File: src/rtl/dpw_pkg.sv
// Shared types, widths and fixed-point constants of the depth-to-world back-projection block.
package dpw_pkg;

  // Configuration port
  localparam int ADDR_W  = 5;
  localparam int DATA_W  = 32;

  // Field widths
  localparam int HGT_W   = 13;
  localparam int RNG_W   = 14;
  localparam int IDX_W   = 4;
  localparam int COEF_W  = 32;
  localparam int COL_W   = 10;
  localparam int ROW_W   = 9;
  localparam int DEPTH_W = 13;
  localparam int OUT_W   = 21;

  // Internal arithmetic widths
  localparam int NX_W     = 13;
  localparam int CAM_W    = 27;
  localparam int CZ_W     = 25;
  localparam int FOC_W    = 12;
  localparam int PROD_W   = 58;
  localparam int PAIR_W   = 59;
  localparam int NUM_W    = 60;
  localparam int U_W      = 30;
  localparam int RECIP_W  = 23;
  localparam int RECIP_SH = 32;
  localparam int Q_W      = 21;
  localparam int DIV_SH   = 17;

  // Matrix geometry
  localparam int MAT_N    = 12;
  localparam int ROW_N    = 3;
  localparam int MAT_COLS = 4;
  localparam logic [IDX_W-1:0] COEF_LAST = 4'd11;

  localparam logic signed [FOC_W-1:0]  FOCAL_TWICE = 12'sd1190;
  localparam logic [9:0]               FOCAL       = 10'd595;
  localparam logic signed [COEF_W-1:0] Q_ONE       = 32'sd65536;

  // Rounding divides by 1190 * 65536: shift by 17, then multiply by the reciprocal of 595.
  localparam logic [RECIP_W-1:0] RECIP    = RECIP_W'(64'd4294967296 / 64'd595);
  localparam logic [NUM_W-1:0]   HALF_DEN = NUM_W'(64'd38993920);
  localparam logic [NUM_W-1:0]   POS_LIM  = NUM_W'(64'd1048576 * 64'd77987840 - 64'd38993920);
  localparam logic [NUM_W-1:0]   NEG_LIM  = NUM_W'(64'd1048577 * 64'd77987840 - 64'd38993920);

  localparam logic signed [OUT_W-1:0] OUT_MAX = {1'b0, {(OUT_W-1){1'b1}}};
  localparam logic signed [OUT_W-1:0] OUT_MIN = {1'b1, {(OUT_W-1){1'b0}}};

  typedef enum logic {
    OP_LOAD  = 1'b0,
    OP_PIXEL = 1'b1
  } opcode_t;

  typedef enum logic [2:0] {
    REG_HEIGHT_UPPER  = 3'd0,
    REG_HEIGHT_LOWER  = 3'd1,
    REG_CAMERA_HEIGHT = 3'd2,
    REG_RANGE_FAR     = 3'd3,
    REG_RANGE_NEAR    = 3'd4
  } reg_idx_t;

  typedef struct packed {
    logic signed [HGT_W-1:0] height_upper;
    logic signed [HGT_W-1:0] height_lower;
    logic signed [HGT_W-1:0] camera_height;
    logic [RNG_W-1:0]        range_far;
    logic [RNG_W-1:0]        range_near;
  } cfg_t;

  typedef struct packed {
    opcode_t                  opcode;
    logic [IDX_W-1:0]         coef_index;
    logic signed [COEF_W-1:0] coef_value;
    logic [COL_W-1:0]         pixel_column;
    logic [ROW_W-1:0]         pixel_row;
    logic [DEPTH_W-1:0]       depth_mm;
  } pix_t;

  typedef struct packed {
    opcode_t                  opcode;
    logic [IDX_W-1:0]         coef_index;
    logic signed [COEF_W-1:0] coef_value;
    logic signed [CAM_W-1:0]  cam_x;
    logic signed [CAM_W-1:0]  cam_y;
    logic signed [CZ_W-1:0]   cam_z;
  } cam_t;

  typedef struct packed {
    logic signed [NUM_W-1:0] num_x;
    logic signed [NUM_W-1:0] num_y;
    logic signed [NUM_W-1:0] num_z;
  } num_t;

  typedef struct packed {
    logic signed [OUT_W-1:0] world_x;
    logic signed [OUT_W-1:0] world_y;
    logic signed [OUT_W-1:0] world_z;
  } pnt_t;

endpackage

File: src/rtl/dpw_round.sv
// Rounding to whole millimetres with saturation, one lane per world axis.
module dpw_round (
  input  logic          clk,
  input  logic          rst_n,
  input  logic          in_valid,
  output logic          in_ready,
  input  dpw_pkg::num_t in_item,
  output logic          out_valid,
  input  logic          out_ready,
  output dpw_pkg::pnt_t out_item
);
  import dpw_pkg::*;

  localparam int HP_W = U_W + RECIP_W;

  logic signed [NUM_W-1:0] num_in [ROW_N];

  logic                   f_v_r, f_en;
  logic                   f_neg_r [ROW_N];
  logic [NUM_W-1:0]       f_mag_r [ROW_N];

  logic                   g_v_r, g_en;
  logic                   g_neg_r [ROW_N];
  logic                   g_sat_r [ROW_N];
  logic [U_W-1:0]         g_u_r [ROW_N];
  logic [NUM_W-1:0]       g_sum [ROW_N];

  logic                   h_v_r, h_en;
  logic                   h_neg_r [ROW_N];
  logic                   h_sat_r [ROW_N];
  logic [U_W-1:0]         h_u_r [ROW_N];
  logic [Q_W-1:0]         h_q0_r [ROW_N];
  logic [HP_W-1:0]        h_prod [ROW_N];

  logic                   i_v_r, i_en;
  logic                   i_neg_r [ROW_N];
  logic                   i_sat_r [ROW_N];
  logic [Q_W-1:0]         i_q0_r [ROW_N];
  logic                   i_inc_r [ROW_N];
  logic [U_W-1:0]         i_rem [ROW_N];

  logic                   o_v_r, o_en;
  logic signed [OUT_W-1:0] o_val_r [ROW_N];
  logic signed [OUT_W-1:0] o_val_nxt [ROW_N];
  logic [Q_W-1:0]         o_q [ROW_N];

  assign num_in[0] = in_item.num_x;
  assign num_in[1] = in_item.num_y;
  assign num_in[2] = in_item.num_z;

  assign o_en     = !o_v_r || out_ready;
  assign i_en     = !i_v_r || o_en;
  assign h_en     = !h_v_r || i_en;
  assign g_en     = !g_v_r || h_en;
  assign f_en     = !f_v_r || g_en;
  assign in_ready = f_en;

  always_ff @(posedge clk) begin
    if (!rst_n) begin
      f_v_r <= 1'b0;
      g_v_r <= 1'b0;
      h_v_r <= 1'b0;
      i_v_r <= 1'b0;
      o_v_r <= 1'b0;
    end else begin
      if (f_en) begin
        f_v_r <= in_valid;
      end
      if (g_en) begin
        g_v_r <= f_v_r;
      end
      if (h_en) begin
        h_v_r <= g_v_r;
      end
      if (i_en) begin
        i_v_r <= h_v_r;
      end
      if (o_en) begin
        o_v_r <= i_v_r;
      end
    end
  end

  always_comb begin
    for (int l = 0; l < ROW_N; l++) begin
      g_sum[l]  = f_mag_r[l] + HALF_DEN;
      h_prod[l] = HP_W'(g_u_r[l]) * HP_W'(RECIP);
      i_rem[l]  = h_u_r[l] - U_W'(h_q0_r[l]) * U_W'(FOCAL);
      o_q[l]    = i_q0_r[l] + Q_W'(i_inc_r[l]);
      if (i_sat_r[l]) begin
        o_val_nxt[l] = i_neg_r[l] ? OUT_MIN : OUT_MAX;
      end else if (i_neg_r[l]) begin
        o_val_nxt[l] = $signed(Q_W'(0) - o_q[l]);
      end else begin
        o_val_nxt[l] = $signed(o_q[l]);
      end
    end
  end

  // Saturation is settled on the magnitude first, so the quotient path only sees small values.
  // The reciprocal estimate is at most one short; the remainder check adds it back.
  always_ff @(posedge clk) begin
    for (int l = 0; l < ROW_N; l++) begin
      if (f_en) begin
        f_neg_r[l] <= num_in[l][NUM_W-1];
        f_mag_r[l] <= num_in[l][NUM_W-1] ? NUM_W'(-num_in[l]) : NUM_W'(num_in[l]);
      end
      if (g_en) begin
        g_neg_r[l] <= f_neg_r[l];
        g_sat_r[l] <= f_neg_r[l] ? (f_mag_r[l] >= NEG_LIM) : (f_mag_r[l] >= POS_LIM);
        g_u_r[l]   <= g_sum[l][DIV_SH+U_W-1:DIV_SH];
      end
      if (h_en) begin
        h_neg_r[l] <= g_neg_r[l];
        h_sat_r[l] <= g_sat_r[l];
        h_u_r[l]   <= g_u_r[l];
        h_q0_r[l]  <= h_prod[l][RECIP_SH+Q_W-1:RECIP_SH];
      end
      if (i_en) begin
        i_neg_r[l] <= h_neg_r[l];
        i_sat_r[l] <= h_sat_r[l];
        i_q0_r[l]  <= h_q0_r[l];
        i_inc_r[l] <= i_rem[l] >= U_W'(FOCAL);
      end
      if (o_en) begin
        o_val_r[l] <= o_val_nxt[l];
      end
    end
  end

  assign out_valid        = o_v_r;
  assign out_item.world_x = o_val_r[0];
  assign out_item.world_y = o_val_r[1];
  assign out_item.world_z = o_val_r[2];

endmodule

File: config.mk
export PLATFORM = sky130hd
export DESIGN_NAME = dpw_round
export DESIGN_NICKNAME = d
export VERILOG_FILES = /design/src/rtl/dpw_pkg.sv /design/src/rtl/dpw_round.sv
export SDC_FILE = /design/constraint.sdc
export NUM_CORES = 2
export LEC_CHECK = 0
export ABC_AREA = 0
export BUFFER_PORTS_ARGS = -buffer_cell sky130_fd_sc_hd__buf_2
export CAP_MARGIN = 20
export CORE_MARGIN = 3
export CORE_UTILIZATION = 60
export DETAILED_ROUTE_END_ITERATION = 16
export PLACE_DENSITY_LB_ADDON = 0.15
export SYNTH_ARGS = -nofsm -noshare
export SYNTH_HDL_FRONTEND = slang
export SYNTH_SLANG_ARGS = --single-unit
File: constraint.sdc
create_clock -name clk -period 11.2 [get_ports clk]
set_input_delay 2.24 -clock clk [delete_from_list [all_inputs] [get_ports clk]]
set_output_delay 2.24 -clock clk [all_outputs]
set_load 0.01 [all_outputs]
==> metrics list <==
* Element type at the critical path end: register
- Ranking of synthesized cells by area: sky130_fd_sc_hd__edfxtp_1 27%, sky130_fd_sc_hd__fa_1 22%, sky130_fd_sc_hd__ha_1 19%
* RSZ-0062 raised after global routing: false
- Buffers inserted during clock tree synthesis total 70.
* Die boundary width: 331 um
- The setup check on the worst reg-to-reg path leaves a slack of 4.17 ns.
* Clock period minus worst slack: 7.03 ns
* Outcome: completed
* Number of sinks on the clock net: 578
- Combined area of the multi-input logic cells: 40700 um2
* Highest clock rate: 0.142 GHz
- Placer congestion estimate: 0.924
- After synthesis, the netlist uses 76 different library cells.
- Required arrival time at the worst endpoint: 11.58 ns
- The path with the worst hold slack has its endpoint at i_sat_r[0][0].
- CTS clk-pin slew, worst paths: 0.06 ns
* Max capacitance violation total: 0
- The worst pin sits at a relative slew slack of 26.0%.
- Cells resized by post-CTS repair: 0
- Wires add up to 136 mm.
- Post-synthesis mux area share: 0.452%
- By area, the combinational part of the netlist is dominated by adder cells.
* Share of the synthesized area in the top cell type: 27.1%
- Synthesis produced a netlist with a net count of 7818.
* First-iteration detailed-routing DRC count: 2152
* Post-synth EDFFs: 573
- The worst hold path was traced through 0 stages.
- Starting Density: 60.8%
- Total area of sequential cells: 17300 um2
- Dividing the detail-routed wire length by the instance count gives 17.6 um.
* Total congestion overflow: 0
- After floorplanning, the core was divided into 118 placement rows.
- After Yosys synthesis, and, or, nand and nor cells account for 8.15% of the synthesized area.
- Layout cells sized above 1: 6.72%
* Initial DRT Pass Iterations: 7
* Final net count: 8063
* Startpoint Class: register
* Routed vias: 42600
- After detailed routing, the number of vias per cell comes to 5.54.
* Proportion of synthesized flip-flops having asynchronous set or reset: 0%
- Sorting the synthesized cells by how often they occur yields 1366 x sky130_fd_sc_hd__inv_1, 951 x sky130_fd_sc_hd__ha_1, 687 x sky130_fd_sc_hd__fa_1.
* Die height: 331 um
* Cells on worst reg2reg path: 20
- Core box area: 104000 um2
- Count of nets left with antenna violations after detail routing: 0
- In this run the cell area of the synthesized design comes to 63400 um2.
- Xor-xnor portion of the synthesized cell area: 6.26%
- DRC violations left: 0
- Launch point of the worst path: g_u_r[0][11]
- The clock passes through at most 3 buffers.
* Ports placed on the boundary: 249
- Final hold vios: 0
- Wire length of the first global-routing pass: 223 mm
- CP max FO: 9
* P&R area growth vs syn: 7.86%
- Initial antenna violation count: 5
- Setup-failing EPs final: 0
- Sequential area share after synthesis: 27.3%
- Clock Skews: 0.0226 ns
- The average instance in the mapped netlist occupies 10.6 um2.
* Number of buffers added for setup after CTS: 0
- Measured slew at the worst slew-check pin: 1.10 ns
* Worst reg2reg path startpoint: g_u_r[0][11]
- In this run the most critical hold path is launched from h_sat_r[0][0].
- Vias in the first global route: 43900
- HPWL after detailed placement: 110 mm
- Maximum number of pins on one net before global-route repair: 99
* Fin crit share: 62.8%
- Hold repair after CTS inserted 0 buffers.
- For the worst setup path, the data arrival time is 7.42 ns.
- The critical path is of the reg2reg type.
* Gate Count Post-Synth: 5996
- Count of buffers from port buffering: 248
- Clock tree root buffer cell: sky130_fd_sc_hd__clkbuf_16
- In the final timing run, aggregate negative setup slack is 0 ns.
- Hold crit path type: reg2reg
* Count leader, synth: sky130_fd_sc_hd__inv_1
- For this run, the number of Yosys warnings is 0.
- Area leader, netlist: sky130_fd_sc_hd__edfxtp_1
* Post-synthesis compound-gate area fraction: 8.80%
* Clock tree from TritonCTS: built
- Global routing usage summed across all routing layers: 25.5%
- The max-slew violation count is 0.
- Worst skew pair latency: 0.64 ns
* Die outline area: 110000 um2
- Synthesized-area fraction occupied by adder cells: 40.5%
- The endpoint identified for the worst register-to-register timing path is h_q0_r[0][20].
* Seq cells post-synth: 578
- The filler cells instantiated in the layout total 8286.
* H-tree levels: 3
- Leading register cell type out of synthesis: sky130_fd_sc_hd__edfxtp_1
==> registers in the layout (all words and copies together), names as in the netlist <==
signal,count
f_v_r,1
h_v_r,1
i_v_r,1
i_sat_r,3
i_q0_r,63
g_sat_r,3
o_val_r,63
i_inc_r,3
g_u_r,90
h_neg_r,3
h_q0_r,63
i_neg_r,3
f_neg_r,3
g_v_r,1
out_valid,1
f_mag_r,180
h_u_r,90
h_sat_r,3
g_neg_r,3
==> critical path, stage by stage, from the launching register on <==
cell,delay (ns)
sky130_fd_sc_hd__edfxtp_1,0.60
sky130_fd_sc_hd__fa_1,0.63
sky130_fd_sc_hd__fa_1,0.44
sky130_fd_sc_hd__fa_1,0.59
sky130_fd_sc_hd__inv_1,0.07
sky130_fd_sc_hd__fa_1,0.54
sky130_fd_sc_hd__inv_1,0.06
sky130_fd_sc_hd__fa_1,0.53
sky130_fd_sc_hd__inv_1,0.06
sky130_fd_sc_hd__fa_1,0.52
sky130_fd_sc_hd__inv_1,0.04
sky130_fd_sc_hd__ha_1,0.27
sky130_fd_sc_hd__and4_1,0.23
sky130_fd_sc_hd__nand4_1,0.10
sky130_fd_sc_hd__nor4_1,0.84
sky130_fd_sc_hd__o2111ai_1,0.32
sky130_fd_sc_hd__a21oi_1,0.32
sky130_fd_sc_hd__o21ai_0,0.17
sky130_fd_sc_hd__a31oi_1,0.23
sky130_fd_sc_hd__nor2_1,0.07
sky130_fd_sc_hd__xnor2_1,0.12
==> placed cells by master, fill, tap and decap left out, types with 13 or more instances in the layout <==
cell,count
sky130_fd_sc_hd__a211oi_1,32
sky130_fd_sc_hd__a21o_1,73
sky130_fd_sc_hd__a21oi_1,211
sky130_fd_sc_hd__a31oi_1,34
sky130_fd_sc_hd__and2_1,15
sky130_fd_sc_hd__and3_1,36
sky130_fd_sc_hd__buf_2,248
sky130_fd_sc_hd__clkbuf_16,70
sky130_fd_sc_hd__edfxtp_1,573
sky130_fd_sc_hd__fa_1,687
sky130_fd_sc_hd__ha_1,951
sky130_fd_sc_hd__inv_1,1364
sky130_fd_sc_hd__mux2_2,13
sky130_fd_sc_hd__mux2i_1,14
sky130_fd_sc_hd__nand2_1,210
sky130_fd_sc_hd__nand2b_1,31
sky130_fd_sc_hd__nand3_1,101
sky130_fd_sc_hd__nand4_1,64
sky130_fd_sc_hd__nor2_1,201
sky130_fd_sc_hd__nor2b_1,37
sky130_fd_sc_hd__nor3_1,69
sky130_fd_sc_hd__nor4_1,46
sky130_fd_sc_hd__o2111ai_1,13
sky130_fd_sc_hd__o21a_1,38
sky130_fd_sc_hd__o21ai_0,210
sky130_fd_sc_hd__o21bai_1,19
sky130_fd_sc_hd__o22a_1,13
sky130_fd_sc_hd__o22ai_1,22
sky130_fd_sc_hd__o31ai_1,58
sky130_fd_sc_hd__o41ai_1,30
sky130_fd_sc_hd__or2_2,25
sky130_fd_sc_hd__or3_1,46
sky130_fd_sc_hd__or4_1,50
sky130_fd_sc_hd__xnor2_1,342
sky130_fd_sc_hd__xor2_1,111
==> per-layer routing <==
layer / global-route usage, % / vias up / wire, um
met3: 4.63 / 192 / 7420
met1: 34.3 / 20800 / 60100
li1: - / 20700 / -
met2: 43.0 / 893 / 64400
met4: 6.48 / 0 / 3610
met5: 0 / - / 0
==> area by class of cell <==
| type | count | share of cell area, % |
|---|---|---|
| well taps | 1380 | 2.53 |
| flip-flops and latches | 578 | 25.3 |
| repair buffers | 254 | 1.88 |
| inverters | 1367 | 7.51 |
| clock inverters | 39 | 0.556 |
| clock buffers | 83 | 2.68 |
| diodes | 12 | 0.0439 |
| multi-input cells | 3970 | 59.5 |
==> cells by family after synthesis <==
kind of cell	after synthesis
compound gates	861
fa+ha+maj	1638
flops	578
buf+inv	1448
mux	27
xor+xnor	453
simple gates	991
==> per-stage QoR <==
stage               util [%]  setup slack, ns  std cells  hold slack, ns  instance area, um2
finish                  65.6             4.17       7683           0.417               68400
CTS                     65.6             4.17       7671           0.419               68300
detailed placement      63.4             4.16       7549           0.405               66100
global route            65.6             3.82       7672           0.430               68300
floorplan                  -             2.10       5996           0.400               63400
global placement        63.4             4.31       7549           0.402               66100
==> worst max-delay path by stage <==
stage                     slack [ns]  depth (start not counted)       endpoint
after floorplan                 2.10                          3       in_ready
after global placement          4.31                         20  h_q0_r[0][20]
after detailed placement        4.16                         20  h_q0_r[0][20]
after CTS                       4.17                         20  h_q0_r[0][20]
after global routing            3.82                         20  h_q0_r[0][20]
final                           4.17                         20  h_q0_r[0][20]
Power is not shown: default switching activity piles up to over one toggle a cycle in this logic, so the estimate is an artifact.
