===== src/rtl/dpw_pkg.sv =====
// Shared types, widths and fixed-point constants of the depth-to-world back-projection block.
package dpw_pkg;

  // Configuration port
  localparam int ADDR_W  = 5;
  localparam int DATA_W  = 32;

  // Field widths
  localparam int HGT_W   = 13;
  localparam int RNG_W   = 14;
  localparam int IDX_W   = 4;
  localparam int COEF_W  = 32;
  localparam int COL_W   = 10;
  localparam int ROW_W   = 9;
  localparam int DEPTH_W = 13;
  localparam int OUT_W   = 21;

  // Internal arithmetic widths
  localparam int NX_W     = 13;
  localparam int CAM_W    = 27;
  localparam int CZ_W     = 25;
  localparam int FOC_W    = 12;
  localparam int PROD_W   = 58;
  localparam int PAIR_W   = 59;
  localparam int NUM_W    = 60;
  localparam int U_W      = 30;
  localparam int RECIP_W  = 23;
  localparam int RECIP_SH = 32;
  localparam int Q_W      = 21;
  localparam int DIV_SH   = 17;

  // Matrix geometry
  localparam int MAT_N    = 12;
  localparam int ROW_N    = 3;
  localparam int MAT_COLS = 4;
  localparam logic [IDX_W-1:0] COEF_LAST = 4'd11;

  localparam logic signed [FOC_W-1:0]  FOCAL_TWICE = 12'sd1190;
  localparam logic [9:0]               FOCAL       = 10'd595;
  localparam logic signed [COEF_W-1:0] Q_ONE       = 32'sd65536;

  // Rounding divides by 1190 * 65536: shift by 17, then multiply by the reciprocal of 595.
  localparam logic [RECIP_W-1:0] RECIP    = RECIP_W'(64'd4294967296 / 64'd595);
  localparam logic [NUM_W-1:0]   HALF_DEN = NUM_W'(64'd38993920);
  localparam logic [NUM_W-1:0]   POS_LIM  = NUM_W'(64'd1048576 * 64'd77987840 - 64'd38993920);
  localparam logic [NUM_W-1:0]   NEG_LIM  = NUM_W'(64'd1048577 * 64'd77987840 - 64'd38993920);

  localparam logic signed [OUT_W-1:0] OUT_MAX = {1'b0, {(OUT_W-1){1'b1}}};
  localparam logic signed [OUT_W-1:0] OUT_MIN = {1'b1, {(OUT_W-1){1'b0}}};

  typedef enum logic {
    OP_LOAD  = 1'b0,
    OP_PIXEL = 1'b1
  } opcode_t;

  typedef enum logic [2:0] {
    REG_HEIGHT_UPPER  = 3'd0,
    REG_HEIGHT_LOWER  = 3'd1,
    REG_CAMERA_HEIGHT = 3'd2,
    REG_RANGE_FAR     = 3'd3,
    REG_RANGE_NEAR    = 3'd4
  } reg_idx_t;

  typedef struct packed {
    logic signed [HGT_W-1:0] height_upper;
    logic signed [HGT_W-1:0] height_lower;
    logic signed [HGT_W-1:0] camera_height;
    logic [RNG_W-1:0]        range_far;
    logic [RNG_W-1:0]        range_near;
  } cfg_t;

  typedef struct packed {
    opcode_t                  opcode;
    logic [IDX_W-1:0]         coef_index;
    logic signed [COEF_W-1:0] coef_value;
    logic [COL_W-1:0]         pixel_column;
    logic [ROW_W-1:0]         pixel_row;
    logic [DEPTH_W-1:0]       depth_mm;
  } pix_t;

  typedef struct packed {
    opcode_t                  opcode;
    logic [IDX_W-1:0]         coef_index;
    logic signed [COEF_W-1:0] coef_value;
    logic signed [CAM_W-1:0]  cam_x;
    logic signed [CAM_W-1:0]  cam_y;
    logic signed [CZ_W-1:0]   cam_z;
  } cam_t;

  typedef struct packed {
    logic signed [NUM_W-1:0] num_x;
    logic signed [NUM_W-1:0] num_y;
    logic signed [NUM_W-1:0] num_z;
  } num_t;

  typedef struct packed {
    logic signed [OUT_W-1:0] world_x;
    logic signed [OUT_W-1:0] world_y;
    logic signed [OUT_W-1:0] world_z;
  } pnt_t;

endpackage


===== src/rtl/dpw_cfg_regs.sv =====
// APB-style configuration registers for the height and depth bands.
module dpw_cfg_regs (
  input  logic                       clk,
  input  logic                       rst_n,
  input  logic                       psel,
  input  logic                       penable,
  input  logic                       pwrite,
  input  logic [dpw_pkg::ADDR_W-1:0] paddr,
  input  logic [dpw_pkg::DATA_W-1:0] pwdata,
  output logic [dpw_pkg::DATA_W-1:0] prdata,
  output logic                       pready,
  output dpw_pkg::cfg_t              cfg
);
  import dpw_pkg::*;

  cfg_t     cfg_r;
  reg_idx_t idx;
  logic     wr_en;

  assign idx    = reg_idx_t'(paddr[ADDR_W-1:2]);
  assign wr_en  = psel && penable && pwrite;
  assign pready = 1'b1;
  assign cfg    = cfg_r;

  always_ff @(posedge clk) begin
    if (!rst_n) begin
      cfg_r.height_upper  <= {1'b0, {(HGT_W-1){1'b1}}};
      cfg_r.height_lower  <= {1'b1, {(HGT_W-1){1'b0}}};
      cfg_r.camera_height <= '0;
      cfg_r.range_far     <= '1;
      cfg_r.range_near    <= '0;
    end else if (wr_en) begin
      case (idx)
        REG_HEIGHT_UPPER:  cfg_r.height_upper  <= pwdata[HGT_W-1:0];
        REG_HEIGHT_LOWER:  cfg_r.height_lower  <= pwdata[HGT_W-1:0];
        REG_CAMERA_HEIGHT: cfg_r.camera_height <= pwdata[HGT_W-1:0];
        REG_RANGE_FAR:     cfg_r.range_far     <= pwdata[RNG_W-1:0];
        REG_RANGE_NEAR:    cfg_r.range_near    <= pwdata[RNG_W-1:0];
        default: ;
      endcase
    end
  end

  always_comb begin
    case (idx)
      REG_HEIGHT_UPPER:  prdata = DATA_W'($signed(cfg_r.height_upper));
      REG_HEIGHT_LOWER:  prdata = DATA_W'($signed(cfg_r.height_lower));
      REG_CAMERA_HEIGHT: prdata = DATA_W'($signed(cfg_r.camera_height));
      REG_RANGE_FAR:     prdata = DATA_W'(cfg_r.range_far);
      REG_RANGE_NEAR:    prdata = DATA_W'(cfg_r.range_near);
      default:           prdata = '0;
    endcase
  end

endmodule


===== config.mk =====
export PLATFORM = sky130hd
export DESIGN_NAME = dpw_cfg_regs
export DESIGN_NICKNAME = d
export VERILOG_FILES = /design/src/rtl/dpw_pkg.sv /design/src/rtl/dpw_cfg_regs.sv
export SDC_FILE = /design/constraint.sdc
export NUM_CORES = 1
export LEC_CHECK = 0
export ABC_CLOCK_PERIOD_IN_PS = 3700
export BUFFER_PORTS_ARGS = -buffer_cell sky130_fd_sc_hd__buf_2
export CAP_MARGIN = 20
export CELL_PAD_IN_SITES_DETAIL_PLACEMENT = 0
export CELL_PAD_IN_SITES_GLOBAL_PLACEMENT = 1
export CORE_MARGIN = 5
export CORE_UTILIZATION = 35
export CTS_CLUSTER_DIAMETER = 60
export DETAILED_ROUTE_END_ITERATION = 8
export PLACE_DENSITY = 0.82
export SLEW_MARGIN = 20
export SYNTH_ARGS = -nofsm -noshare
export SYNTH_HDL_FRONTEND = slang
export SYNTH_SLANG_ARGS = --single-unit

===== constraint.sdc =====
create_clock -name clk -period 3.7 [get_ports clk]
set_clock_uncertainty 0.2 [all_clocks]
set_input_delay 0.555 -clock clk [delete_from_list [all_inputs] [get_ports clk]]
set_output_delay 0.555 -clock clk [all_outputs]
set_load 0.02 [all_outputs]

==> impl_metrics.py, run 1 <==
metrics = {
    "die": {
        "fp-row-count": 35,
        "fp.dieW_um": 107,
        "core_area_mm2": 0.00924,
        "start_util_pct": 35.9,
        "die_y_um": 107,
        "pin_count": 142,
        "dieArea_mm2": 0.0115,
    },
    "timing": {
        "finalCritPeriodShare_pct": 83.5,
        "hold_viol_final": 0,
        "finalMaxSlewViolations": 0,
        "worst_pin_slew_ps": 1040,
        "setup_slack_ps": 612,
        "min_period_ps": 3090,
        "setup_violations": 0,
        "rsz0062_at_grt": "false",
        "fmax_ghz": 0.324,
        "slew_headroom_pct": 30.7,
        "setup_tns_ps": 0,
    },
    "critical_path": {
        "endpoint_kind": "output pin",
        "arrival_ps": 2330,
        "r2r_slack_ps": 2820,
        "worstSetupPathType": "input pin to output pin",
        "critPathMaxFanout": 14,
        "slowest_delay_ps": 690,
        "cp_cell_sequence": "buf_2 > buf_4 > nor2b_1 > a22oi_1 > o22ai_1 > buf_2",
        "cp-start-kind": "input pin",
        "critPathMostFrequentCell": "buf_2",
        "worstPathRequired_ps": 2940,
        "slowest_stage": "nor2b_1",
    },
    "route": {
        "wirelength_um": 9750,
        "via_count": 2821,
        "drc": 0,
        "viasPerCell": 4.91,
        "wl_per_cell_um": 16.9,
        "drt_iter0_drc": 163,
        "ant_nets": 0,
        "drt_first_pass_iters": 5,
    },
    "yosys": {
        "avgSynthCellArea_um2": 9.61,
        "ys_seq_area_share_pct": 40.5,
        "synth_nets": 387,
        "ys_seq_elements": 67,
        "synth_top_area_share_pct": 40.5,
        "yosysWarnings": 0,
        "syn_area_mm2": 0.00331,
        "postSynthCellCount": 345,
        "ys_types": 32,
        "synth_area_leaders": "dfxtp_1 40%, mux2i_1 20%, nor2b_1 7.7%",
        "yosys.area.top_type": "dfxtp_1",
    },
    "outcome": {
        "status": "complete, no violations",
    },
    "clock_tree": {
        "root_buffer": "clkbuf_8",
        "ctsResizeCount": 0,
        "ctsHoldBuffers": 0,
        "clkTransAtPathRegs_ps": 70,
        "cts.sinks": 67,
        "cts_htree_levels": 3,
        "cts_buffer_depth": 2,
        "cts_tree": "yes",
        "cts_buffers": 9,
        "cts_setup_buffers": 0,
        "insertion_delay_ps": 340,
    },
    "final_layout": {
        "syn2layout_area_growth_pct": 22.3,
        "mostFrequentLayoutCells": "120 x buf_2, 67 x mux2i_1, 67 x dfxtp_1",
        "drive_above_1_share_pct": 35.4,
        "num-fill-cells": 939,
        "largest_register_ffs": 67,
        "diodes": 0,
        "mostFrequentLayoutCell": "buf_2",
        "final_nets": 483,
    },
    "pwr": {
        "p_sw_share_pct": 25.6,
        "share_comb_of_total_power_pct": 11.9,
        "clockPowerShare_pct": 39.6,
        "p_switching_w": 0.000385,
        "p_int_w": 0.00112,
        "powerDensity_mw_per_mm2": 372,
        "power_frac_seq_pct": 48.5,
        "vdd_drop_max_uv": 224,
        "p_leak_nw": 1.74,
    },
    "global_route": {
        "grt-ovfl-total": 0,
        "first_global_vias": 2802,
        "grt_usage_pct": 16.5,
        "grt_max_degree": 66,
        "antenna_found_initial": 0,
        "grt_pass1_wl_um": 14800,
    },
    "placed_design": {
        "dp_hpwl_um": 7170,
        "place_ws_ps": 654,
        "gp_congestion": 0.788,
        "io_buffers": 120,
    },
    "worst_hold_path": {
        "hp-class": "register to register",
    },
    "run": {
        "maxCapViolCount": 0,
    },
}
cell usage after synthesis:
library cell,instances
clkbuf_2,1
nor2_1,2
nand4_1,1
inv_1,2
mux2_2,12
buf_6,4
buf_1,2
o22ai_1,12
buf_2,3
clkbuf_1,13
o32ai_1,1
o311ai_0,1
nor2b_1,41
and3_1,1
dfxtp_1,67
nand4b_4,1
buf_4,22
and2_1,2
a21oi_1,1
nor3b_2,1
a22oi_1,22
and3b_1,1
nand2b_1,2
mux2i_1,67
nor3_2,1
nor2_2,1
conb_1,1
a31oi_1,1
a221o_1,2
o21ai_0,1
or3_1,1
nand2_1,55
critical path, delay by kind of cell:
kind	cells	cell delay [ps]
AND/OR/NAND/NOR	1	690
AO/OA/AOI/OAI	2	450
buffers and inverters	3	620
cell families (layout without fill, tap and decap cells):
group                  count (synthesis)  count (layout)  synth area share, %
AO/OA/AOI/OAI                         41              41                 8.87
buffers and inverters                 47             148                 8.87
flip-flops                            67              67                 40.5
multiplexers                          79              79                 24.3
other                                  1               1                0.113
AND/OR/NAND/NOR                      110             110                 17.4
cell type report:
class | instances | area [µm²] | area share [%]
sequential | 67 | 1340 | 33.1
clock inverter | 2 | 35.0 | 0.864
clock buffer | 14 | 153 | 3.77
multi-input combinational | 231 | 1680 | 41.4
inverter | 2 | 7.51 | 0.185
timing repair buffer | 130 | 676 | 16.7
tap | 129 | 161 | 3.98
path summary, 6_finish.rpt:
path	startpoint	to	cells past startpoint
max reg2reg	cfg[7]$_SDFFE_PN0P_	cfg[7]$_SDFFE_PN0P_	2
min	cfg[29]$_SDFFE_PN0P_	cfg[29]$_SDFFE_PN0P_	2
max	paddr[2]	prdata[1]	6
min reg2reg	cfg[29]$_SDFFE_PN0P_	cfg[29]$_SDFFE_PN0P_	2
power groups by stage:
stage	logic [W]	clock network, W	registers [W]
final	0.000180	0.000597	0.000731
after CTS	0.000182	0.000615	0.000730
after floorplan	0.000125	0	0.000753
after detailed placement	0.000181	0	0.000747
after global routing	0.000193	0.000648	0.000731
after global placement	0.000179	0	0.000747
routing by layer:
metal  global-route usage (%)  vias up  share of wire, %
met2                     29.0      109                48
li1                         -     1372                 -
met3                     6.90        7               9.4
met4                     3.11        0              0.70
met5                        0        -                 0
met1                     18.8     1333                42
through the flow:
stage                     utilization (%)  instances  total power [W]  hold WS [ps]  instance area [µm²]
after detailed placement             41.8        559         0.000928           265                 3860
after floorplan                         -        345         0.000878           341                 3310
final                                43.9        575          0.00151           272                 4050
after global placement               41.8        559         0.000925           253                 3860
after CTS                            43.9        575          0.00153           265                 4050
after global routing                 43.9        575          0.00157           287                 4050
Note: power is estimated with default switching activity, not from simulation.
==> run 2, diff against run 1 <==
--- a/config.mk
+++ b/config.mk
@@ -5,13 +5,14 @@
 export SDC_FILE = /design/constraint.sdc
 export NUM_CORES = 1
 export LEC_CHECK = 0
-export ABC_CLOCK_PERIOD_IN_PS = 3700
+export ABC_AREA = 1
+export ABC_CLOCK_PERIOD_IN_PS = 3000
 export BUFFER_PORTS_ARGS = -buffer_cell sky130_fd_sc_hd__buf_2
 export CAP_MARGIN = 20
 export CELL_PAD_IN_SITES_DETAIL_PLACEMENT = 0
 export CELL_PAD_IN_SITES_GLOBAL_PLACEMENT = 1
 export CORE_MARGIN = 5
-export CORE_UTILIZATION = 35
+export CORE_UTILIZATION = 33
 export CTS_CLUSTER_DIAMETER = 60
 export DETAILED_ROUTE_END_ITERATION = 8
 export PLACE_DENSITY = 0.82
==> constraint.sdc (replaced) <==
create_clock -name clk -period 3 [get_ports clk]
set_clock_uncertainty 0.2 [all_clocks]
set_input_delay 0.45 -clock clk [delete_from_list [all_inputs] [get_ports clk]]
set_output_delay 0.45 -clock clk [all_outputs]
set_load 0.02 [all_outputs]
==> run 2 against run 1 <==
Effect of this change:
- utilization fell by 3.7 points
- via count grew 30%
- synthesized area up 7.1%
- count of clock-buffer cells in the layout unchanged
- critical path type unchanged
- highest routed layer unchanged
==> impl_metrics.py, run 2 <==
metrics = {
    "die": {
        "die_y_um": 114,
        "dieArea_mm2": 0.0129,
        "start_util_pct": 34.1,
        "fp.dieW_um": 114,
        "core_area_mm2": 0.0104,
        "pin_count": 142,
        "fp-row-count": 37,
    },
    "yosys": {
        "avgSynthCellArea_um2": 6.61,
        "ys_types": 22,
        "synthArstFlopShare_pct": 0,
        "synth_top_area_share_pct": 37.8,
        "yosys.area.top_type": "dfxtp_1",
        "postSynthCellCount": 537,
        "post-synth-top-count-cell": "nand2_1",
        "synth_nets": 579,
        "synth_edf_count": 0,
        "synth_area_leaders": "dfxtp_1 38%, nand2_1 17%, nand3_1 12%",
        "yosysWarnings": 0,
        "ys_seq_elements": 67,
        "ys_seq_area_share_pct": 37.8,
        "yosys-top-cells-count": "160 x nand2_1, 100 x nor2_1, 86 x nand3_1",
        "syn_area_mm2": 0.00355,
        "synth-main-ff-cell": "dfxtp_1",
    },
    "clock_tree": {
        "cts_setup_buffers": 0,
        "cts_buffers": 9,
        "ctsResizeCount": 0,
        "ctsHoldBuffers": 0,
        "cts.sinks": 67,
        "insertion_delay_ps": 340,
        "cts_buffer_depth": 2,
        "root_buffer": "clkbuf_8",
        "clkTransAtPathRegs_ps": 70,
        "cts_htree_levels": 3,
        "cts_tree": "yes",
    },
    "global_route": {
        "grt_max_degree": 41,
        "grt-ovfl-total": 0,
        "grt_pass1_wl_um": 18200,
        "first_global_vias": 3548,
        "grt_usage_pct": 17.7,
        "antenna_found_initial": 0,
    },
    "timing": {
        "rsz0062_at_grt": "false",
        "worst_pin_slew_ps": 632,
        "fmax_ghz": 0.396,
        "whs_ps": 144,
        "setup_violations": 0,
        "slew_headroom_pct": 57.9,
        "finalCritPeriodShare_pct": 84.3,
        "finalMaxSlewViolations": 0,
        "hold_viol_final": 0,
        "min_period_ps": 2530,
        "setup_tns_ps": 0,
    },
    "critical_path": {
        "cp-start-kind": "input pin",
        "worstPathRequired_ps": 2350,
        "critPathMostFrequentCell": "nand2_1",
        "arrival_ps": 1880,
        "rr_worst_depth": 2,
        "slowest_stage": "buf_2",
        "worstSetupPathType": "input pin to output pin",
        "critPathMaxFanout": 21,
        "cp.depth": 10,
        "r2r_slack_ps": 2160,
        "cp_cell_sequence": "buf_2 > inv_2 > nand2_2 > nor2_2 > buf_4 > nand2_1 > nand2_1 > inv_1 > nand2_1 > buf_2",
        "crit_buf_inv": 5,
        "path_delay_family": "buffers and inverters",
        "endpoint_kind": "output pin",
        "slowest_delay_ps": 400,
    },
    "placed_design": {
        "io_buffers": 120,
        "post_dp_cell_area_mm2": 0.00401,
        "gp_congestion": 0.884,
        "dp_hpwl_um": 8460,
        "dp_cells": 750,
    },
    "final_layout": {
        "stdcell_area_mm2": 0.00418,
        "drive_above_1_share_pct": 25.6,
        "diodes": 0,
        "final_nets": 667,
        "syn2layout_area_growth_pct": 17.8,
        "mostFrequentLayoutCells": "160 x nand2_1, 120 x buf_2, 100 x nor2_1",
        "largest_register_ffs": 67,
        "instances_no_fill": 766,
        "mostFrequentLayoutCell": "nand2_1",
    },
    "worst_hold_path": {
        "whs_path_depth": 3,
        "hp-class": "input pin to register",
    },
    "route": {
        "drc": 0,
        "via_count": 3667,
        "drt_iter0_drc": 222,
        "wirelength_um": 11300,
        "drt_first_pass_iters": 5,
        "ant_nets": 0,
        "wl_per_cell_um": 14.8,
        "viasPerCell": 4.79,
    },
    "pwr": {
        "p_leak_nw": 2.18,
        "powerDensity_mw_per_mm2": 443,
        "vdd_drop_max_uv": 186,
    },
    "outcome": {
        "status": "complete, no violations",
    },
    "run": {
        "maxCapViolCount": 0,
    },
}
==> run 2: changes by cell type after synthesis, sizes merged, moves of 10 or more <==
cell    change
nand2     +107
nor2      +107
nand3      +90
mux2i      -67
nor2b      -41
inv        +34
a22oi      -22
nand4      +18
buf        +16
mux2       -12
o22ai      -12
clkbuf     -10
==> run 2: routing by layer <==
metal	GRT usage [%]	routed length, µm	vias to the layer above
met5	0	0	-
met1	21.5	4660	1674
li1	-	-	1841
met2	30.6	5480	140
met4	2.64	114	0
met3	6.63	1090	12
==> run 2: power breakdown <==
part / total, W / switching [W] / internal (W)
logic: 0.000265 / 0.000190 / 0.0000747
clock network: 0.000677 / 0.000333 / 0.000344
registers: 0.000911 / 0.00000968 / 0.000901
total: 0.00185 / 0.000533 / 0.00132
==> run 2: path summary, 6_finish.rpt <==
check,startpoint,to
max,paddr[2],prdata[9]
min,pwdata[13],cfg[27]$_SDFFE_PN1P_
max reg2reg,cfg[5]$_SDFFE_PN0P_,cfg[5]$_SDFFE_PN0P_
min reg2reg,cfg[20]$_SDFFE_PN1P_,cfg[20]$_SDFFE_PN1P_
==> run 2: cells by family after synthesis <==
logic type,after synthesis,synth area share (%)
simple gates,381,47.5
buf+inv,87,14.5
flops,67,37.8
compound gates,1,0.141
other cells,1,0.106
==> run 2: worst min-delay path, cell delays in order <==
cell and delay [ps]:
buf_2 90, nand2_1 50, nand3_1 60
==> run 2: layout make-up <==
cell class              instances  area, µm²
clock buffers                  14        163
clock inverters                 2       10.0
fillers                      1162       6240
inverters                      36        140
multi-input cells             383       1690
flip-flops and latches         67       1340
well taps                     136        170
repair buffers                128        661
==> run 2: through the flow <==
stage	util (%)	total power [W]	setup WS [ps]
CTS	40.1	0.00188	485
detailed placement	38.5	0.00120	486
global placement	38.5	0.00120	502
finish	40.1	0.00185	472
global route	40.1	0.00194	317
floorplan	-	0.00113	677
