===== config.mk =====
export PLATFORM = sky130hd
export DESIGN_NAME = dpw_camera
export DESIGN_NICKNAME = d
export VERILOG_FILES = /design/src/rtl/dpw_pkg.sv /design/src/rtl/dpw_camera.sv
export SDC_FILE = /design/constraint.sdc
export NUM_CORES = 1
export LEC_CHECK = 0
export BUFFER_PORTS_ARGS = -buffer_cell sky130_fd_sc_hd__clkbuf_2
export CORE_MARGIN = 8
export CORE_UTILIZATION = 65
export DETAILED_ROUTE_END_ITERATION = 8
export PLACE_DENSITY_LB_ADDON = 0.15
export SLEW_MARGIN = 20
export SYNTH_ARGS = -nofsm -noshare
export SYNTH_HDL_FRONTEND = slang
export SYNTH_SLANG_ARGS = --single-unit

===== constraint.sdc =====
create_clock -name clk -period 19.6 [get_ports clk]
set_input_delay 0 -clock clk [delete_from_list [all_inputs] [get_ports clk]]
set_output_delay 0 -clock clk [all_outputs]
set_load 0.1 [all_outputs]

===== src/rtl/dpw_pkg.sv =====
// Shared types, widths and fixed-point constants of the depth-to-world back-projection block.
package dpw_pkg;

  // Configuration port
  localparam int ADDR_W  = 5;
  localparam int DATA_W  = 32;

  // Field widths
  localparam int HGT_W   = 13;
  localparam int RNG_W   = 14;
  localparam int IDX_W   = 4;
  localparam int COEF_W  = 32;
  localparam int COL_W   = 10;
  localparam int ROW_W   = 9;
  localparam int DEPTH_W = 13;
  localparam int OUT_W   = 21;

  // Internal arithmetic widths
  localparam int NX_W     = 13;
  localparam int CAM_W    = 27;
  localparam int CZ_W     = 25;
  localparam int FOC_W    = 12;
  localparam int PROD_W   = 58;
  localparam int PAIR_W   = 59;
  localparam int NUM_W    = 60;
  localparam int U_W      = 30;
  localparam int RECIP_W  = 23;
  localparam int RECIP_SH = 32;
  localparam int Q_W      = 21;
  localparam int DIV_SH   = 17;

  // Matrix geometry
  localparam int MAT_N    = 12;
  localparam int ROW_N    = 3;
  localparam int MAT_COLS = 4;
  localparam logic [IDX_W-1:0] COEF_LAST = 4'd11;

  localparam logic signed [FOC_W-1:0]  FOCAL_TWICE = 12'sd1190;
  localparam logic [9:0]               FOCAL       = 10'd595;
  localparam logic signed [COEF_W-1:0] Q_ONE       = 32'sd65536;

  // Rounding divides by 1190 * 65536: shift by 17, then multiply by the reciprocal of 595.
  localparam logic [RECIP_W-1:0] RECIP    = RECIP_W'(64'd4294967296 / 64'd595);
  localparam logic [NUM_W-1:0]   HALF_DEN = NUM_W'(64'd38993920);
  localparam logic [NUM_W-1:0]   POS_LIM  = NUM_W'(64'd1048576 * 64'd77987840 - 64'd38993920);
  localparam logic [NUM_W-1:0]   NEG_LIM  = NUM_W'(64'd1048577 * 64'd77987840 - 64'd38993920);

  localparam logic signed [OUT_W-1:0] OUT_MAX = {1'b0, {(OUT_W-1){1'b1}}};
  localparam logic signed [OUT_W-1:0] OUT_MIN = {1'b1, {(OUT_W-1){1'b0}}};

  typedef enum logic {
    OP_LOAD  = 1'b0,
    OP_PIXEL = 1'b1
  } opcode_t;

  typedef enum logic [2:0] {
    REG_HEIGHT_UPPER  = 3'd0,
    REG_HEIGHT_LOWER  = 3'd1,
    REG_CAMERA_HEIGHT = 3'd2,
    REG_RANGE_FAR     = 3'd3,
    REG_RANGE_NEAR    = 3'd4
  } reg_idx_t;

  typedef struct packed {
    logic signed [HGT_W-1:0] height_upper;
    logic signed [HGT_W-1:0] height_lower;
    logic signed [HGT_W-1:0] camera_height;
    logic [RNG_W-1:0]        range_far;
    logic [RNG_W-1:0]        range_near;
  } cfg_t;

  typedef struct packed {
    opcode_t                  opcode;
    logic [IDX_W-1:0]         coef_index;
    logic signed [COEF_W-1:0] coef_value;
    logic [COL_W-1:0]         pixel_column;
    logic [ROW_W-1:0]         pixel_row;
    logic [DEPTH_W-1:0]       depth_mm;
  } pix_t;

  typedef struct packed {
    opcode_t                  opcode;
    logic [IDX_W-1:0]         coef_index;
    logic signed [COEF_W-1:0] coef_value;
    logic signed [CAM_W-1:0]  cam_x;
    logic signed [CAM_W-1:0]  cam_y;
    logic signed [CZ_W-1:0]   cam_z;
  } cam_t;

  typedef struct packed {
    logic signed [NUM_W-1:0] num_x;
    logic signed [NUM_W-1:0] num_y;
    logic signed [NUM_W-1:0] num_z;
  } num_t;

  typedef struct packed {
    logic signed [OUT_W-1:0] world_x;
    logic signed [OUT_W-1:0] world_y;
    logic signed [OUT_W-1:0] world_z;
  } pnt_t;

endpackage


===== src/rtl/dpw_camera.sv =====
// Back-projection stages: pixel offsets and depth band, then scaled camera coordinates.
module dpw_camera #(
  parameter int IMAGE_COLUMNS = 640,
  parameter int IMAGE_ROWS    = 480
) (
  input  logic          clk,
  input  logic          rst_n,
  input  dpw_pkg::cfg_t cfg,
  input  logic          in_valid,
  output logic          in_ready,
  input  dpw_pkg::pix_t in_item,
  output logic          out_valid,
  input  logic          out_ready,
  output dpw_pkg::cam_t out_item
);
  import dpw_pkg::*;

  localparam logic signed [NX_W-1:0] COL_OFF = NX_W'(IMAGE_COLUMNS - 1);
  localparam logic signed [NX_W-1:0] ROW_OFF = NX_W'(IMAGE_ROWS - 1);

  logic                     a_v_r;
  logic                     a_v_nxt;
  logic                     a_en;
  opcode_t                  a_op_r;
  logic [IDX_W-1:0]         a_idx_r;
  logic signed [COEF_W-1:0] a_coef_r;
  logic signed [NX_W-1:0]   a_nx_r;
  logic signed [NX_W-1:0]   a_ny_r;
  logic signed [NX_W-1:0]   a_nx_nxt;
  logic signed [NX_W-1:0]   a_ny_nxt;
  logic [DEPTH_W-1:0]       a_d_r;
  logic                     depth_ok;

  logic                     b_v_r;
  logic                     b_en;
  cam_t                     b_item_r;
  cam_t                     b_item_nxt;
  logic signed [CAM_W-1:0]  d_ext;
  logic signed [CAM_W-1:0]  z_full;

  assign b_en     = !b_v_r || out_ready;
  assign a_en     = !a_v_r || b_en;
  assign in_ready = a_en;

  // Pixels outside the depth band leave here; loads always go on.
  assign depth_ok = (RNG_W'(in_item.depth_mm) <= cfg.range_far) &&
                    (RNG_W'(in_item.depth_mm) >= cfg.range_near);
  assign a_v_nxt  = in_valid && ((in_item.opcode == OP_LOAD) || depth_ok);
  assign a_nx_nxt = $signed({2'b00, in_item.pixel_column, 1'b0}) - COL_OFF;
  assign a_ny_nxt = $signed({3'b000, in_item.pixel_row, 1'b0}) - ROW_OFF;

  always_ff @(posedge clk) begin
    if (!rst_n) begin
      a_v_r <= 1'b0;
    end else if (a_en) begin
      a_v_r <= a_v_nxt;
    end
  end

  always_ff @(posedge clk) begin
    if (a_en) begin
      a_op_r   <= in_item.opcode;
      a_idx_r  <= in_item.coef_index;
      a_coef_r <= in_item.coef_value;
      a_nx_r   <= a_nx_nxt;
      a_ny_r   <= a_ny_nxt;
      a_d_r    <= in_item.depth_mm;
    end
  end

  // Camera coordinates carry a factor of 1190 so that they stay integral.
  always_comb begin
    d_ext                 = $signed({{(CAM_W-DEPTH_W){1'b0}}, a_d_r});
    z_full                = -(d_ext * CAM_W'(FOCAL_TWICE));
    b_item_nxt.opcode     = a_op_r;
    b_item_nxt.coef_index = a_idx_r;
    b_item_nxt.coef_value = a_coef_r;
    b_item_nxt.cam_x      = CAM_W'(a_nx_r) * d_ext;
    b_item_nxt.cam_y      = CAM_W'($signed(cfg.camera_height)) * CAM_W'(FOCAL_TWICE) -
                            CAM_W'(a_ny_r) * d_ext;
    b_item_nxt.cam_z      = z_full[CZ_W-1:0];
  end

  always_ff @(posedge clk) begin
    if (!rst_n) begin
      b_v_r <= 1'b0;
    end else if (b_en) begin
      b_v_r <= a_v_r;
    end
  end

  always_ff @(posedge clk) begin
    if (b_en) begin
      b_item_r <= b_item_nxt;
    end
  end

  assign out_valid = b_v_r;
  assign out_item  = b_item_r;

endmodule


==> summary.md, run 1 <==
| Metric | Value |
|---|---|
| Post-Synth XOR/XNOR Area | 0.0434 |
| Main combinational cell family by area after synthesis | adder cells |
| Reg2Reg Depth | 21 |
| Residual DRC | 0 |
| Initial antenna violation count | 0 |
| Final worst-path cycle share | 0.383 |
| Synthesized area | about 0.022 mm² |
| R2r startpoint | a_d_r[10] |
| Iter 0 DRT Violations | 843 |
| Synth unique cells | 74 |
| Utilization after layout | 0.744 |
| Kind of critical path | input port to flip-flop |
| Num CTS Buffers | 17 |
| Share of layout cells above drive strength 1 | 0.120 |
| Vias in the first global route | 17345 |
| Number of routed nets with antenna violations | 0 |
| Placer Congestion | 0.924 |
| Starting density of the core | 0.656 |
| Die height | 202 µm |
| Worst Path Arrival | 7.71 ns |
| Clock transition at the registers of the reported paths | 0.08 ns |
| Total grt overflow | 0 |
| Synthesized flop and latch total | about 190 |
| H-tree level count | 4 |
| Slew Viols, Final | 0 |
| Min Tclk post-route | 7.50 ns |
| Skew final | 0.0210 ns |
| Yosys top cell by area | fa_1 |
| Min-Delay Startpoint | in_item[14] |
| Core Region | between 0.03 and 0.04 mm² |
| I/O Pins | ~260 |
| Worst Hold Class | input port to flip-flop |
| Longest Clk Path Bufs | 2 |
| Antenna diode count | 0 |
| RR Endpoint | out_item[49] |
| Post-DP HPWL | 38900 µm |
| First-pass GRT wire length | 85400 µm |
| Post-CTS Setup Inserts | 0 |
| Wire length per cell | 17.4 µm |
| Root Driver | clkbuf_16 |
| EDFF count, synth | 183 |
| Top post-synthesis cells by count | inv_1, ha_1, fa_1, edfxtp_1, nand2_1 |
| Setup crit end kind | flip-flop |
| Final TNS setup | 0 ns |
| Syn_area_per_cell | a little over 10 µm² |
| IO Port Bufs | 230 |
| Most frequent cell after synthesis | inv_1 |
| Via count | between 15000 and 20000 |
| Total die area | between 0.04 and 0.05 mm² |
| Register area share after synthesis | 0.246 |
| Worst hold stages | 2 |
| Simple-Gate Fraction of Synth Area | 0.104 |
| Worst relative slew slack | 0.276 |
| Die extent in x | ~200 µm |
| Rows | 68 |
| GRT Total Usage | 0.257 |
| Synth Warn # | 0 |
| Area contributors post-synth | fa_1, edfxtp_1, ha_1, inv_1, and2_1 |
| Post-DP Area | 0.0241 mm² |
| Fmax | 0.133 GHz |
| Syn Nets | 2931 |
| Area delta synth->final | 13.4% |
| Multiplexer share of the synthesized area | 0.000445 |
| Worst-Margin Slew | about 1.1 ns |
| Final WL | 50900 µm |
| DRT Pass-1 Iters | 5 |
| Hold endpoint | a_ny_r[2] |
| Critical path required time | 19.82 ns |
| Insertion delay to the later sink of the worst-skew pair | between 0.4 and 0.5 ns |
| CTS tree | done |
| Worst-path maximum fanout | 5 |
| Flop2flop setup slack | approximately 13 ns |
| Post-synthesis async set-or-reset flop share | 0 |
| Setup violations, final | 0 |
| Largest net degree at the start of global routing | slightly above 80 |
| Status | finished clean |
| NumNets Final | between 3000 and 4000 |
| Crit-path max cell delay | between 0.5 and 0.6 ns |
| Compound-Gate Fraction of Synth Area | 0.0740 |
| Hold Vio Cnt, Final | 0 |
| Unrepaired setup endpoints after global routing | no |
| Vias/cell | 5.45 |
| CP Launch Type | input port |
| Max Cap Viol | 0 |
| Post-Synth Adder-Cell Area | 0.439 |
| Area share of the largest cell type after synthesis | 0.256 |
| Cells after synthesis | between 2000 and 2500 |
| Crit-path slowest cell | fa_1 |
| Post-route cell area | 0.0255 mm² |
| Synth Flop Type | edfxtp_1 |
| Clk sinks | 185 |
| Crit path top cell by count | fa_1 |
cell type report:
cell class	count	area, µm²
Sequential cell	185	5540
Tap cell	455	569
Inverter	492	1850
Multi-Input combinational cell	1440	14900
Fill cell	2404	8780
Clock inverter	15	199
Clock buffer	17	425
Timing Repair Buffer	322	2040
placed cells by master, fill, tap and decap left out, types with 5 or more instances in the layout:
master         count
a211o_1            9
a211oi_1          10
a21o_1            38
a21oi_1           68
a31o_2             5
and2_1           121
and3_1             9
buf_4             14
clkbuf_16         17
clkbuf_2         230
clkinv_8           5
dlygate4sd3_1     78
edfxtp_1         183
fa_1             288
ha_1             329
inv_1            491
nand2_1          177
nand2b_1          16
nand3_1           23
nor2_1            43
nor2b_1           29
nor3_1            12
o21a_1            14
o21ai_0           42
o21bai_1          12
or3_1              5
xnor2_1           73
xor2_1            34
layer usage:
metal  up-vias  global-route usage  part of all wire
li1       7527                   -                 -
met1      7894               0.309              0.40
met2       429               0.467              0.52
met3        92              0.0370             0.049
met4         0              0.0887             0.026
met5         -                   0                 0
registers in the layout (all words and copies together) (netlist names):
| name | cells |
|---|---|
| a_coef_r | 32 |
| a_ny_r | 10 |
| out_valid | 1 |
| a_d_r | 13 |
| a_op_r | 1 |
| a_idx_r | 4 |
| a_v_r | 1 |
| a_nx_r | 11 |
| out_item | 112 |
critical path: cells and delay by family:
kind | cells | cell delay [ns]
and+or+nand+nor | 3 | 0.39
adders and majority gates | 9 | 3.81
buffers and inverters | 6 | 0.49
AOI/OAI and AO/OA | 9 | 2.61
xor gates and xnor gates | 2 | 0.42
stage by stage:
step / setup WS, ns / hold WS (ns) / cells
after floorplan: 12.66 / 0.0989 / 2174
after global placement: 11.69 / 0.177 / 2816
after detailed placement: 11.65 / 0.179 / 2816
after CTS: 12.11 / 0.236 / 2926
after global routing: 11.67 / 0.253 / 2926
final: 12.10 / 0.258 / 2926
worst max-delay path by stage:
stage,to,depth (start not counted),slack (ns),startpoint
after global routing,out_item[49],28,11.67,cfg[28]
after floorplan,out_item[49],23,12.66,cfg[30]
final,out_item[49],29,12.10,cfg[35]
after CTS,out_item[49],24,12.11,cfg[30]
after global placement,out_item[49],24,11.69,cfg[30]
after detailed placement,out_item[49],24,11.65,cfg[30]
repair_timing:
action                    CTS  global route
hold buffers               78             0
hold endpoints to repair   73             0
gates resized for setup     0             0
kinds of logic (layout without fill, tap and decap cells):
family / count (synthesis) / in the layout
buffers and inverters: 549 / 846
adder cells (fa/ha/maj): 617 / 617
AO/OA/AOI/OAI: 250 / 250
multiplexers: 1 / 1
other: 1 / 1
flip-flops: 185 / 185
AND/OR/NAND/NOR: 462 / 462
XOR/XNOR: 109 / 109
Power of run 1 is left out: the tool's default activity adds up to more than one toggle a clock period on the data nets, which glitch-free logic cannot reach.
==> run 2: changes to the inputs <==
--- a/config.mk
+++ b/config.mk
@@ -7,7 +7,7 @@
 export LEC_CHECK = 0
 export BUFFER_PORTS_ARGS = -buffer_cell sky130_fd_sc_hd__clkbuf_2
 export CORE_MARGIN = 8
-export CORE_UTILIZATION = 65
+export CORE_UTILIZATION = 61
 export DETAILED_ROUTE_END_ITERATION = 8
 export PLACE_DENSITY_LB_ADDON = 0.15
 export SLEW_MARGIN = 20
==> constraint.sdc (replaced) <==
create_clock -name clk -period 7.1 [get_ports clk]
set_input_delay 0 -clock clk [delete_from_list [all_inputs] [get_ports clk]]
set_output_delay 0 -clock clk [all_outputs]
set_load 0.1 [all_outputs]
==> summary.md, run 2 (synthesized netlist as in run 1, its figures left out) <==
| Metric | Value |
|---|---|
| Worst-path maximum fanout | 4 (-1) |
| Commonest non-fill, non-tap cells in the layout | inv_1, ha_1, fa_1 |
| Flop2flop setup slack | 0.81 ns (-12.03 ns) |
| R2r startpoint | a_d_r[6] |
| Placer Congestion | 0.901 (-2.5%) |
| Wire length per cell | 17.7 µm (+1.7%) |
| Fillers | 2666 (+11%) |
| Met2 routed WL | 27300 µm (+3.1%) |
| Starting density of the core | 0.617 (-0.0387) |
| CP Launch Type | input port |
| Most common cell after layout, fill and taps aside | inv_1 |
| I/O Pins | 258 (unchanged) |
| CP top delay family | adder cells |
| Setup violations, final | 0 (unchanged) |
| Core Region | 0.0364 mm² (+6.3%) |
| Worst relative slew slack | 0.296 (+0.0199) |
| NumNets Final | 3286 (+2.2%) |
| Slew Viols, Final | 0 (unchanged) |
| Longest Clk Path Bufs | 2 (unchanged) |
| Insertion delay to the later sink of the worst-skew pair | 0.46 ns (about the same) |
| Max Cap Viol | 0 (unchanged) |
| Vias in the first global route | 17567 (+1.3%) |
| Clk sinks | 185 (unchanged) |
| IO Port Bufs | 230 (unchanged) |
| Crit-path max cell delay | 0.54 ns (about the same) |
| Number of routed nets with antenna violations | 0 (unchanged) |
| Kind of critical path | input port to flip-flop |
| Crit-path slowest cell | fa_1 |
| Min Tclk post-route | 6.87 ns |
| RR Endpoint | out_item[23] |
| Clock transition at the registers of the reported paths | 0.10 ns (+0.02 ns) |
| Setup crit end kind | flip-flop |
| Met1 Wirelength | 21700 µm (+5.7%) |
| Fin Hold WS | 0.252 ns (-0.00639 ns) |
| Iter 0 DRT Violations | 755 (-10%) |
| Residual DRC | 0 (unchanged) |
| Total die area | 0.0433 mm² (+6.0%) |
| Area delta synth->final | 16.3% |
| Worst Hold Class | input port to flip-flop |
| Hold Vio Cnt, Final | 0 (unchanged) |
| Rows | 70 (+2.9%) |
| Die height | 208 µm (+3.0%) |
| Root Driver | clkbuf_16 |
| DRT Pass-1 Iters | 5 (unchanged) |
| First-pass GRT wire length | 87800 µm (+2.9%) |
| Largest net degree at the start of global routing | 74 (-9.8%) |
| Final worst-path cycle share | 0.967 |
| Min-Delay Startpoint | in_item[57] |
| Initial antenna violation count | 3 (+3) |
| GRT Total Usage | 0.250 (-0.00701) |
| Final WL | 53300 µm (+4.8%) |
| Met3 routed WL | 2820 µm (+12%) |
| Status | finished clean |
| Worst Path Arrival | 7.10 ns (-0.61 ns) |
| Critical path required time | 7.33 ns (-12.49 ns) |
| Die extent in x | 208 µm (+3.0%) |
| Hold endpoint | a_coef_r[25] |
| Max FFs per register | 112 (unchanged) |
| Skew final | 0.0202 ns (-0.000783 ns) |
| Via count | 16271 (+2.1%) |
| Reg2Reg Depth | 17 (-19%) |
| Vias/cell | 5.40 (-0.88%) |
| Worst hold stages | 2 (unchanged) |
| WP buf/inv | 5 (-1) |
| Num CTS Buffers | 17 (unchanged) |
| Post-DP HPWL | 41800 µm (+7.5%) |
| CTS tree | done |
| Crit path top cell by count | fa_1 |
| H-tree level count | 4 (unchanged) |
| Total grt overflow | 0 (unchanged) |
| Worst-Margin Slew | 1.04 ns (-0.0430 ns) |
| Fmax | 0.146 GHz |
| Share of layout cells above drive strength 1 | 0.150 (+0.0305) |
| Top sig layer | met4 |
| Utilization after layout | 0.718 (-0.0257) |
## run 2: cell types whose count changed in the layout (fill, tap and decap cells not counted), moves of 3 or more
cell	delta
diode_2	+3
a21oi_1	-4
o21ai_1	+3
o21ai_0	-4
buf_4	+71
a21oi_2	+4
inv_12	+3
inv_6	-3
## run 2: metrics by stage
step	area, µm²	cells	TNS [ns]	worst slack, ns
final	26200	3013	0	0.234
after CTS	26000	3006	0	0.0391
after global routing	26200	3013	-0.205	-0.0793
after floorplan	22500	2174	0	0.164
after detailed placement	24600	2896	-1.73	-0.597
after global placement	24600	2896	-0.535	-0.301
## run 2: worst max-delay path by stage
| stage | from | end | slack [ns] | cells after the start |
|---|---|---|---|---|
| floorplan | cfg[30] | out_item[49] | 0.16 | 23 |
| global placement | cfg[28] | out_item[49] | -0.30 | 32 |
| detailed placement | cfg[32] | out_item[49] | -0.60 | 30 |
| CTS | cfg[32] | out_item[49] | 0.04 | 30 |
| global route | cfg[31] | out_item[50] | -0.08 | 30 |
| finish | cfg[32] | out_item[49] | 0.23 | 30 |
## run 2: area by class of cell
cell class / instances / area [µm²] / share of cell area
Clock buffer: 17 / 425 / 0.0163
Multi-Input combinational cell: 1440 / 15000 / 0.573
Clock inverter: 15 / 198 / 0.00756
Antenna cell: 3 / 7.51 / 0.000287
Sequential cell: 185 / 5540 / 0.212
Tap cell: 468 / 586 / 0.0224
Timing Repair Buffer: 393 / 2570 / 0.0982
Inverter: 492 / 1850 / 0.0707
## run 2: timing repair
item | CTS | global route
hold buffers | 78 | 0
hold endpoints to repair | 73 | 0
gates resized for setup | 2 | 18
pin swaps | 0 | 24
setup endpoints to repair | 1 | 6
buffers inserted | 0 | 4
## run 2: layer usage
metal | up-vias | global-route usage
met3 | 97 | 0.0485
met1 | 8068 | 0.299
met4 | 0 | 0.0768
met5 | - | 0
li1 | 7670 | -
met2 | 436 | 0.452
Power of run 2 is left out for the same reason.
